`config.mk`:
```
export PLATFORM = sky130hd
export DESIGN_NAME = tss_tone_unit
export DESIGN_NICKNAME = d
export VERILOG_FILES = /design/src/tss_pkg.sv /design/src/tss_tone_unit.sv
export SDC_FILE = /design/constraint.sdc
export NUM_CORES = 1
export LEC_CHECK = 0
export BUFFER_PORTS_ARGS = -buffer_cell sky130_fd_sc_hd__buf_4
export CORE_UTILIZATION = 35
export DETAILED_ROUTE_END_ITERATION = 10
export PLACE_DENSITY = 0.64
export SLEW_MARGIN = 20
export SYNTH_ARGS = -nofsm -noshare
export SYNTH_HDL_FRONTEND = slang
export SYNTH_SLANG_ARGS = --single-unit
```
`constraint.sdc`:
```
create_clock -name clk -period 2.9 [get_ports clk]
set_clock_uncertainty 0.15 [all_clocks]
set_input_delay 0.58 -clock clk [delete_from_list [all_inputs] [get_ports clk]]
set_output_delay 0.58 -clock clk [all_outputs]
set_load 0.01 [all_outputs]
```
`src/tss_pkg.sv`:
```
package tss_pkg;

  localparam int QUEUE_DEPTH = 1024;
  localparam int IDX_W       = $clog2(QUEUE_DEPTH);
  localparam int TIME_W      = 18;
  localparam int TONE_MAX    = 6000;
  localparam int MIN_TIME    = 5;

  localparam logic FUNC_TICK    = 1'b0;
  localparam logic FUNC_ENQUEUE = 1'b1;

  typedef logic [IDX_W-1:0] idx_t;

  typedef struct packed {
    logic               func;
    logic [15:0]        elapsed;
    logic signed [15:0] tone;
    logic [15:0]        beep_time;
    logic [15:0]        pause_time;
  } in_item_t;

  typedef struct packed {
    logic               beeper_on;
    logic signed [15:0] active_tone;
    logic [13:0]        pwm_period;
    logic [12:0]        pwm_compare;
    logic               queue_empty;
    logic               overflow;
  } out_item_t;

  typedef struct packed {
    logic signed [15:0]       tone;
    logic signed [TIME_W-1:0] beep;
    logic signed [TIME_W-1:0] delay;
  } task_t;

  typedef struct packed {
    logic               apply;
    logic signed [15:0] tone;
  } tone_req_t;

  typedef struct packed {
    logic signed [15:0] tone;
    logic [13:0]        period;
    logic [12:0]        compare;
  } tone_stat_t;

  typedef struct packed {
    logic  wr_en;
    idx_t  wr_addr;
    task_t wr_data;
    logic  rd_en;
    idx_t  rd_addr;
  } ram_req_t;

  function automatic idx_t next_index(idx_t i);
    if (i == idx_t'(QUEUE_DEPTH - 1)) begin
      return '0;
    end
    return i + idx_t'(1);
  endfunction

endpackage

```
`src/tss_tone_unit.sv`:
```
module tss_tone_unit (
  input  logic                clk,
  input  logic                rst_n,
  input  tss_pkg::tone_req_t  req,
  output tss_pkg::tone_stat_t stat
);
  import tss_pkg::*;

  logic signed [15:0] cur_tone_r, cur_tone_nxt;
  logic [13:0]        period_r, period_nxt;
  logic [12:0]        compare_r, compare_nxt;
  logic signed [17:0] diff;
  logic [12:0]        x;

  always_comb begin
    diff = 18'(TONE_MAX) - {{2{req.tone[15]}}, req.tone};
    if (diff < 0) begin
      x = '0;
    end else if (diff > 18'(TONE_MAX)) begin
      x = 13'(TONE_MAX);
    end else begin
      x = diff[12:0];
    end
  end

  always_comb begin
    cur_tone_nxt = cur_tone_r;
    period_nxt   = period_r;
    compare_nxt  = compare_r;
    if (req.apply && (req.tone != cur_tone_r)) begin
      cur_tone_nxt = req.tone;
      if (req.tone != '0) begin
        compare_nxt = x;
        period_nxt  = {x, 1'b0};
      end
    end
  end

  always_ff @(posedge clk) begin
    if (!rst_n) begin
      cur_tone_r <= '0;
      period_r   <= '0;
      compare_r  <= '0;
    end else begin
      cur_tone_r <= cur_tone_nxt;
      period_r   <= period_nxt;
      compare_r  <= compare_nxt;
    end
  end

  assign stat.tone    = cur_tone_r;
  assign stat.period  = period_r;
  assign stat.compare = compare_r;

endmodule

```
Word level (Yosys, flattened, before mapping):

Cells that the tools add are included.

* bits of input ports: 19
* register bits after elaboration: 29
* output and inout bits: 43

* reduce and logical (&&, ||, !) cells: 3
* add/sub/neg operators: 1
* equal/unequal tests: 1
* multiplexer cells: 2
* $lt $le $gt $ge: 2

Operator list (number)
* $mux W13: 2
* $gt A17 B14 Y1 const B: 1
* $lt A17 B1 Y1 const B: 1
* $sub A14 B16 Y17 const A: 1
* $ne A16 B16 Y1: 1
* $reduce_bool A16 Y1: 1
* $reduce_and A2 Y1: 1
* $logic_and A1 B1 Y1: 1

Longest topological paths before layout:

* word-level depth: 4
* depth in mapped cells: 10
* depth with buffers taken out: 8

Worst setup path before layout:

Ideal clock, no wire load.

* kind: input port to flip-flop
* start point: in req[0] in the netlist's numbering
* end point: reg period_r[2]
* path slack: 0.106 ns
* library setup time: 0.117 ns
* buffers on the path: 2
* stages on the path: 10
* arrival time: 2.527 ns
* cells stage by stage: inv_1 ha_1 or3b_1 buf_6 a2111oi_4 o31ai_1 a211o_1 nand2b_4 buf_6 a32o_1

* cells in the longest elaborated chain, start to end: 4
* elaborated cells between the ends (all ways): 9
* classes of those cells: 1 x add/sub; 2 x order compare; 1 x eq/ne; 2 x mux; 3 x reduce/logical

Ends and longest elaborated chain
* from (decl): line tss_tone_unit.sv:4 `input tss_pkg::tone_req_t req,`
* $sub A14 B16 Y17: line tss_tone_unit.sv:16 `diff = 18'(TONE_MAX) - {{2{req.tone[15]}}, req.tone};`
* $gt A17 B14 Y1: line tss_tone_unit.sv:19 `end else if (diff > 18'(TONE_MAX)) begin`
* $mux W13: line tss_tone_unit.sv:19
* $mux W13: line tss_tone_unit.sv:17 `if (diff < 0) begin`
* to (signal assigned): line tss_tone_unit.sv:46 `period_r <= period_nxt;`
* to (decl): line tss_tone_unit.sv:10 `logic [13:0] period_r, period_nxt;`

Parallel ways exist; a longest one is shown, timed or not.
A chain may end at the register's enable or synchronous reset.

Final worst setup path:

* start point: in req[0] in the netlist's numbering
* end point: reg period_r[7]

The elaborated chain is that of the path after synthesis.

==> insert_results.sql <==
INSERT INTO impl_metrics (metric_group, metric, value, unit) VALUES
('power', 'power_per_cell_area', '413.6', 'mW/mm2'),
('critical_path', 'crit_path_start_kind', 'primary input', ''),
('clocking', 'worst_skew_pair.late_latency', '280', 'ps'),
('power', 'worst_ir_drop_vdd', '190.2', 'uV'),
('drt', 'vias_per_cell', '5.090', ''),
('sta', 'finalWorstPathRequiredPeriod', '2760', 'ps'),
('clocking', 'cts_num_sinks', '29', ''),
('global_route', 'antenna_found_initial', '0', ''),
('sta', 'final_cycle_share', '95.18', '%'),
('synth', 'postSynthAreaPerCell', '8.884', 'um2'),
('final_layout', 'insertedDiodeCount', '0', ''),
('sta', 'hold-worst-slack', '354.8', 'ps'),
('sta', 'max_clock_freq', '362.3', 'MHz'),
('floorplan', 'core.rowCount', '27', ''),
('final_layout', 'fraction_of_final_layout_cells_sized_beyond_drive_strength_1', '34.74', '%'),
('sta', 'worstMarginPinSlew', '771.0', 'ps'),
('synth', 'yosys_most_used_dff', 'sky130_fd_sc_hd__dfxtp_1', ''),
('floorplan', 'initial_core_utilization', '36.72', '%'),
('clocking', 'postCtsSetupRepairBufs', '0', ''),
('power', 'leakage_dissipation', '1.104', 'nW'),
('floorplan', 'die_width', '78.24', 'um'),
('global_route', 'grt_max_degree', '21', ''),
('critical_path', 'worst-path-max-fanout', '13', ''),
('drt', 'post-route-drc-count', '0', ''),
('synth', 'synth_seq_cells', '29', ''),
('final_layout', 'stdcell_count', '357', ''),
('place', 'hpwlAfterDp', '3751', 'um'),
('global_route', 'grt_util_all_layers', '17.09', '%'),
('run', 'max-cap-violations', '0', ''),
('sta', 'final_setup_viols', '0', ''),
('place', 'count_of_placed_standard_cells_including_taps', '349', ''),
('clocking', 'cts.root.buffer_cell', 'sky130_fd_sc_hd__clkbuf_8', ''),
('synth', 'synth_cell_types', '48', ''),
('global_route', 'grt_pass1_wl', '8245', 'um'),
('drt', 'drt-pass1-iter-count', '4', ''),
('place', 'gp_congestion', '0.8421', ''),
('final_layout', 'layout.nets', '305', ''),
('clocking', 'tritoncts', 'yes', ''),
('outcome', 'outcome', 'finished clean', ''),
('clocking', 'cts-root-to-sink-buffers', '2', ''),
('clocking', 'numCtsBuffers', '5', ''),
('drt', 'total_wire_length', '4870', 'um'),
('clocking', 'clkSlewWorstSetupHoldPaths', '60', 'ps'),
('synth', 'synth_warnings', '0', ''),
('synth', 'postSynthCellCount', '229', ''),
('critical_path', 'critical_path_class', 'primary input to flop', ''),
('floorplan', 'die_area', '0.006122', 'mm2'),
('global_route', 'grt_pass1_vias', '1698', ''),
('synth', 'syn_area', '0.002034', 'mm2'),
('synth', 'synthArstFlopShare', '0', '%'),
('drt', 'routed_wire_length_per_instance', '13.64', 'um'),
('floorplan', 'area_of_the_placeable_core', '0.005540', 'mm2'),
('drt', 'dr_total_vias', '1817', ''),
('sta', 'worst_relative_slew_slack', '47.94', '%'),
('floorplan', 'io_pins', '62', ''),
('clocking', 'postCtsResizedCells', '0', ''),
('place', 'port-buffer-count', '60', ''),
('drt', 'drt_iter0_drc', '64', ''),
('synth', 'sequential_to_total_area_share_from_yosys_stat', '28.54', '%'),
('critical_path', 'endpoint_kind', 'flop', ''),
('synth', 'mappedNetlistNets', '250', ''),
('final_layout', 'synthToLayoutAreaGrowth', '29.03', '%'),
('drt', 'antenna_left', '0', ''),
('global_route', 'grt-ovfl-total', '0', ''),
('clocking', 'holdBufCountCts', '0', ''),
('synth', 'synth_enable_flop_cells', '0', ''),
('floorplan', 'die-height', '78.24', 'um'),
('hold_path', 'hold_class', 'flop to flop', ''),
('sta', 'setup_repair_after_global_routing_missed_its_margin', 'false', ''),
('final_layout', 'fin_util', '47.38', '%'),
('clocking', 'htree_levels', '2', ''),
('critical_path', 'worstPathArrival', '2730', 'ps'),
('critical_path', 'critPathRequiredTime', '2870', 'ps'),
('sta', 'timing_hold_violations_final', '0', ''),
('sta', 'max_slew_violations', '0', '');
[worst max-delay path, cell delays in order]
cell and delay, ps:
sky130_fd_sc_hd__buf_4 110, sky130_fd_sc_hd__inv_1 70, sky130_fd_sc_hd__ha_1 160, sky130_fd_sc_hd__buf_4 130, sky130_fd_sc_hd__nor3b_1 330, sky130_fd_sc_hd__a21oi_1 110, sky130_fd_sc_hd__o31ai_1 230, sky130_fd_sc_hd__a32oi_1 140
sky130_fd_sc_hd__nor4b_4 670, sky130_fd_sc_hd__a311oi_2 200
[cells in the mapped netlist, types with 3 or more instances]
cell / count / share of area [%]
sky130_fd_sc_hd__a211oi_1: 4 / 1.5
sky130_fd_sc_hd__a21oi_1: 5 / 1.2
sky130_fd_sc_hd__a311oi_2: 3 / 2.2
sky130_fd_sc_hd__a32o_1: 7 / 3.4
sky130_fd_sc_hd__and3_1: 4 / 1.2
sky130_fd_sc_hd__buf_2: 5 / 1.2
sky130_fd_sc_hd__buf_4: 16 / 5.9
sky130_fd_sc_hd__buf_6: 3 / 1.7
sky130_fd_sc_hd__clkbuf_1: 8 / 1.5
sky130_fd_sc_hd__dfxtp_1: 29 / 29
sky130_fd_sc_hd__inv_1: 5 / 0.92
sky130_fd_sc_hd__mux2i_1: 12 / 5.9
sky130_fd_sc_hd__nand2_1: 6 / 1.1
sky130_fd_sc_hd__nand4_1: 4 / 1.2
sky130_fd_sc_hd__nor2_1: 22 / 4.1
sky130_fd_sc_hd__nor2b_1: 17 / 5.2
sky130_fd_sc_hd__nor3_1: 6 / 1.5
sky130_fd_sc_hd__nor4_1: 4 / 1.2
sky130_fd_sc_hd__o211ai_1: 4 / 1.5
sky130_fd_sc_hd__o21ai_0: 3 / 0.74
sky130_fd_sc_hd__o31ai_1: 3 / 1.1
sky130_fd_sc_hd__xnor2_1: 25 / 11
[placed cells by master (no fill, tap or decap), types with 2 or more instances in the layout]
master,count
sky130_fd_sc_hd__a211oi_1,4
sky130_fd_sc_hd__a21boi_0,2
sky130_fd_sc_hd__a21oi_1,5
sky130_fd_sc_hd__a311oi_2,3
sky130_fd_sc_hd__a32o_1,7
sky130_fd_sc_hd__a32oi_1,2
sky130_fd_sc_hd__and3_1,4
sky130_fd_sc_hd__buf_4,80
sky130_fd_sc_hd__clkbuf_8,7
sky130_fd_sc_hd__dfxtp_1,29
sky130_fd_sc_hd__ha_1,2
sky130_fd_sc_hd__inv_1,5
sky130_fd_sc_hd__mux2i_1,12
sky130_fd_sc_hd__nand2_1,6
sky130_fd_sc_hd__nand2b_1,2
sky130_fd_sc_hd__nand3_1,2
sky130_fd_sc_hd__nand4_1,4
sky130_fd_sc_hd__nor2_1,22
sky130_fd_sc_hd__nor2b_1,17
sky130_fd_sc_hd__nor3_1,6
sky130_fd_sc_hd__nor4_1,4
sky130_fd_sc_hd__o211ai_1,4
sky130_fd_sc_hd__o21a_1,2
sky130_fd_sc_hd__o21ai_0,3
sky130_fd_sc_hd__o22ai_1,2
sky130_fd_sc_hd__o31ai_1,3
sky130_fd_sc_hd__xnor2_1,25
sky130_fd_sc_hd__xor2_1,2
[where the power goes]
| group | internal, mW | switching (mW) | leakage (nW) |
|---|---|---|---|
| Combinational | 0.138 | 0.138 | 0.811 |
| Clock | 0.214 | 0.157 | 0.0542 |
| Sequential | 0.421 | 0.0184 | 0.239 |
| Total | 0.773 | 0.313 | 1.10 |
[state kept, by name, indices dropped and copies added (netlist names)]
name and count:
cur_tone_r 16, period_r 13
[per-layer routing]
layer	GRT usage (%)	routed length, um	up-vias
li1	-	-	910
met1	22.25	2308	846
met2	27.46	2213	53
met3	4.419	276	8
met4	5.370	71	0
met5	0	0	-
[layout make-up]
| type | instances | area, um2 |
|---|---|---|
| fillers | 588 | 2915 |
| multi-input cells | 163 | 1234 |
| repair buffers | 80 | 600.6 |
| well taps | 72 | 90.09 |
| flip-flops and latches | 29 | 580.6 |
| clock inverters | 1 | 5.005 |
| inverters | 5 | 18.77 |
| clock buffers | 7 | 96.34 |
[stage by stage]
stage	instance area [um2]	setup TNS [ps]	setup WS (ps)	power [mW]
floorplan	2034	0	105.8	0.6244
global placement	2524	-153.9	-26.09	0.7222
detailed placement	2524	-1146	-130.8	0.7251
CTS	2625	0	145.0	1.100
global route	2625	0	15.21	1.146
finish	2625	0	139.8	1.086
[path summary, 6_finish.rpt]
check,from,to,slack (ps),cells past startpoint
worst max-delay path,req[0],period_r[7],140,10
worst min-delay path,period_r[1],period_r[1],350,1
worst max register to register,cur_tone_r[0],period_r[7],760,6
worst min register to register,period_r[1],period_r[1],350,1
[logic make-up after synthesis]
group	count (synthesis)	share of synthesized area [%]
AO/OA/AOI/OAI	46	19.86
XOR/XNOR	27	11.62
adder cells (fa/ha/maj)	2	1.230
buffers and inverters	37	11.19
flip-flops	29	28.54
multiplexers	12	5.904
other	1	0.1843
AND/OR/NAND/NOR	75	21.46
Note: power is estimated with default switching activity, not from simulation.
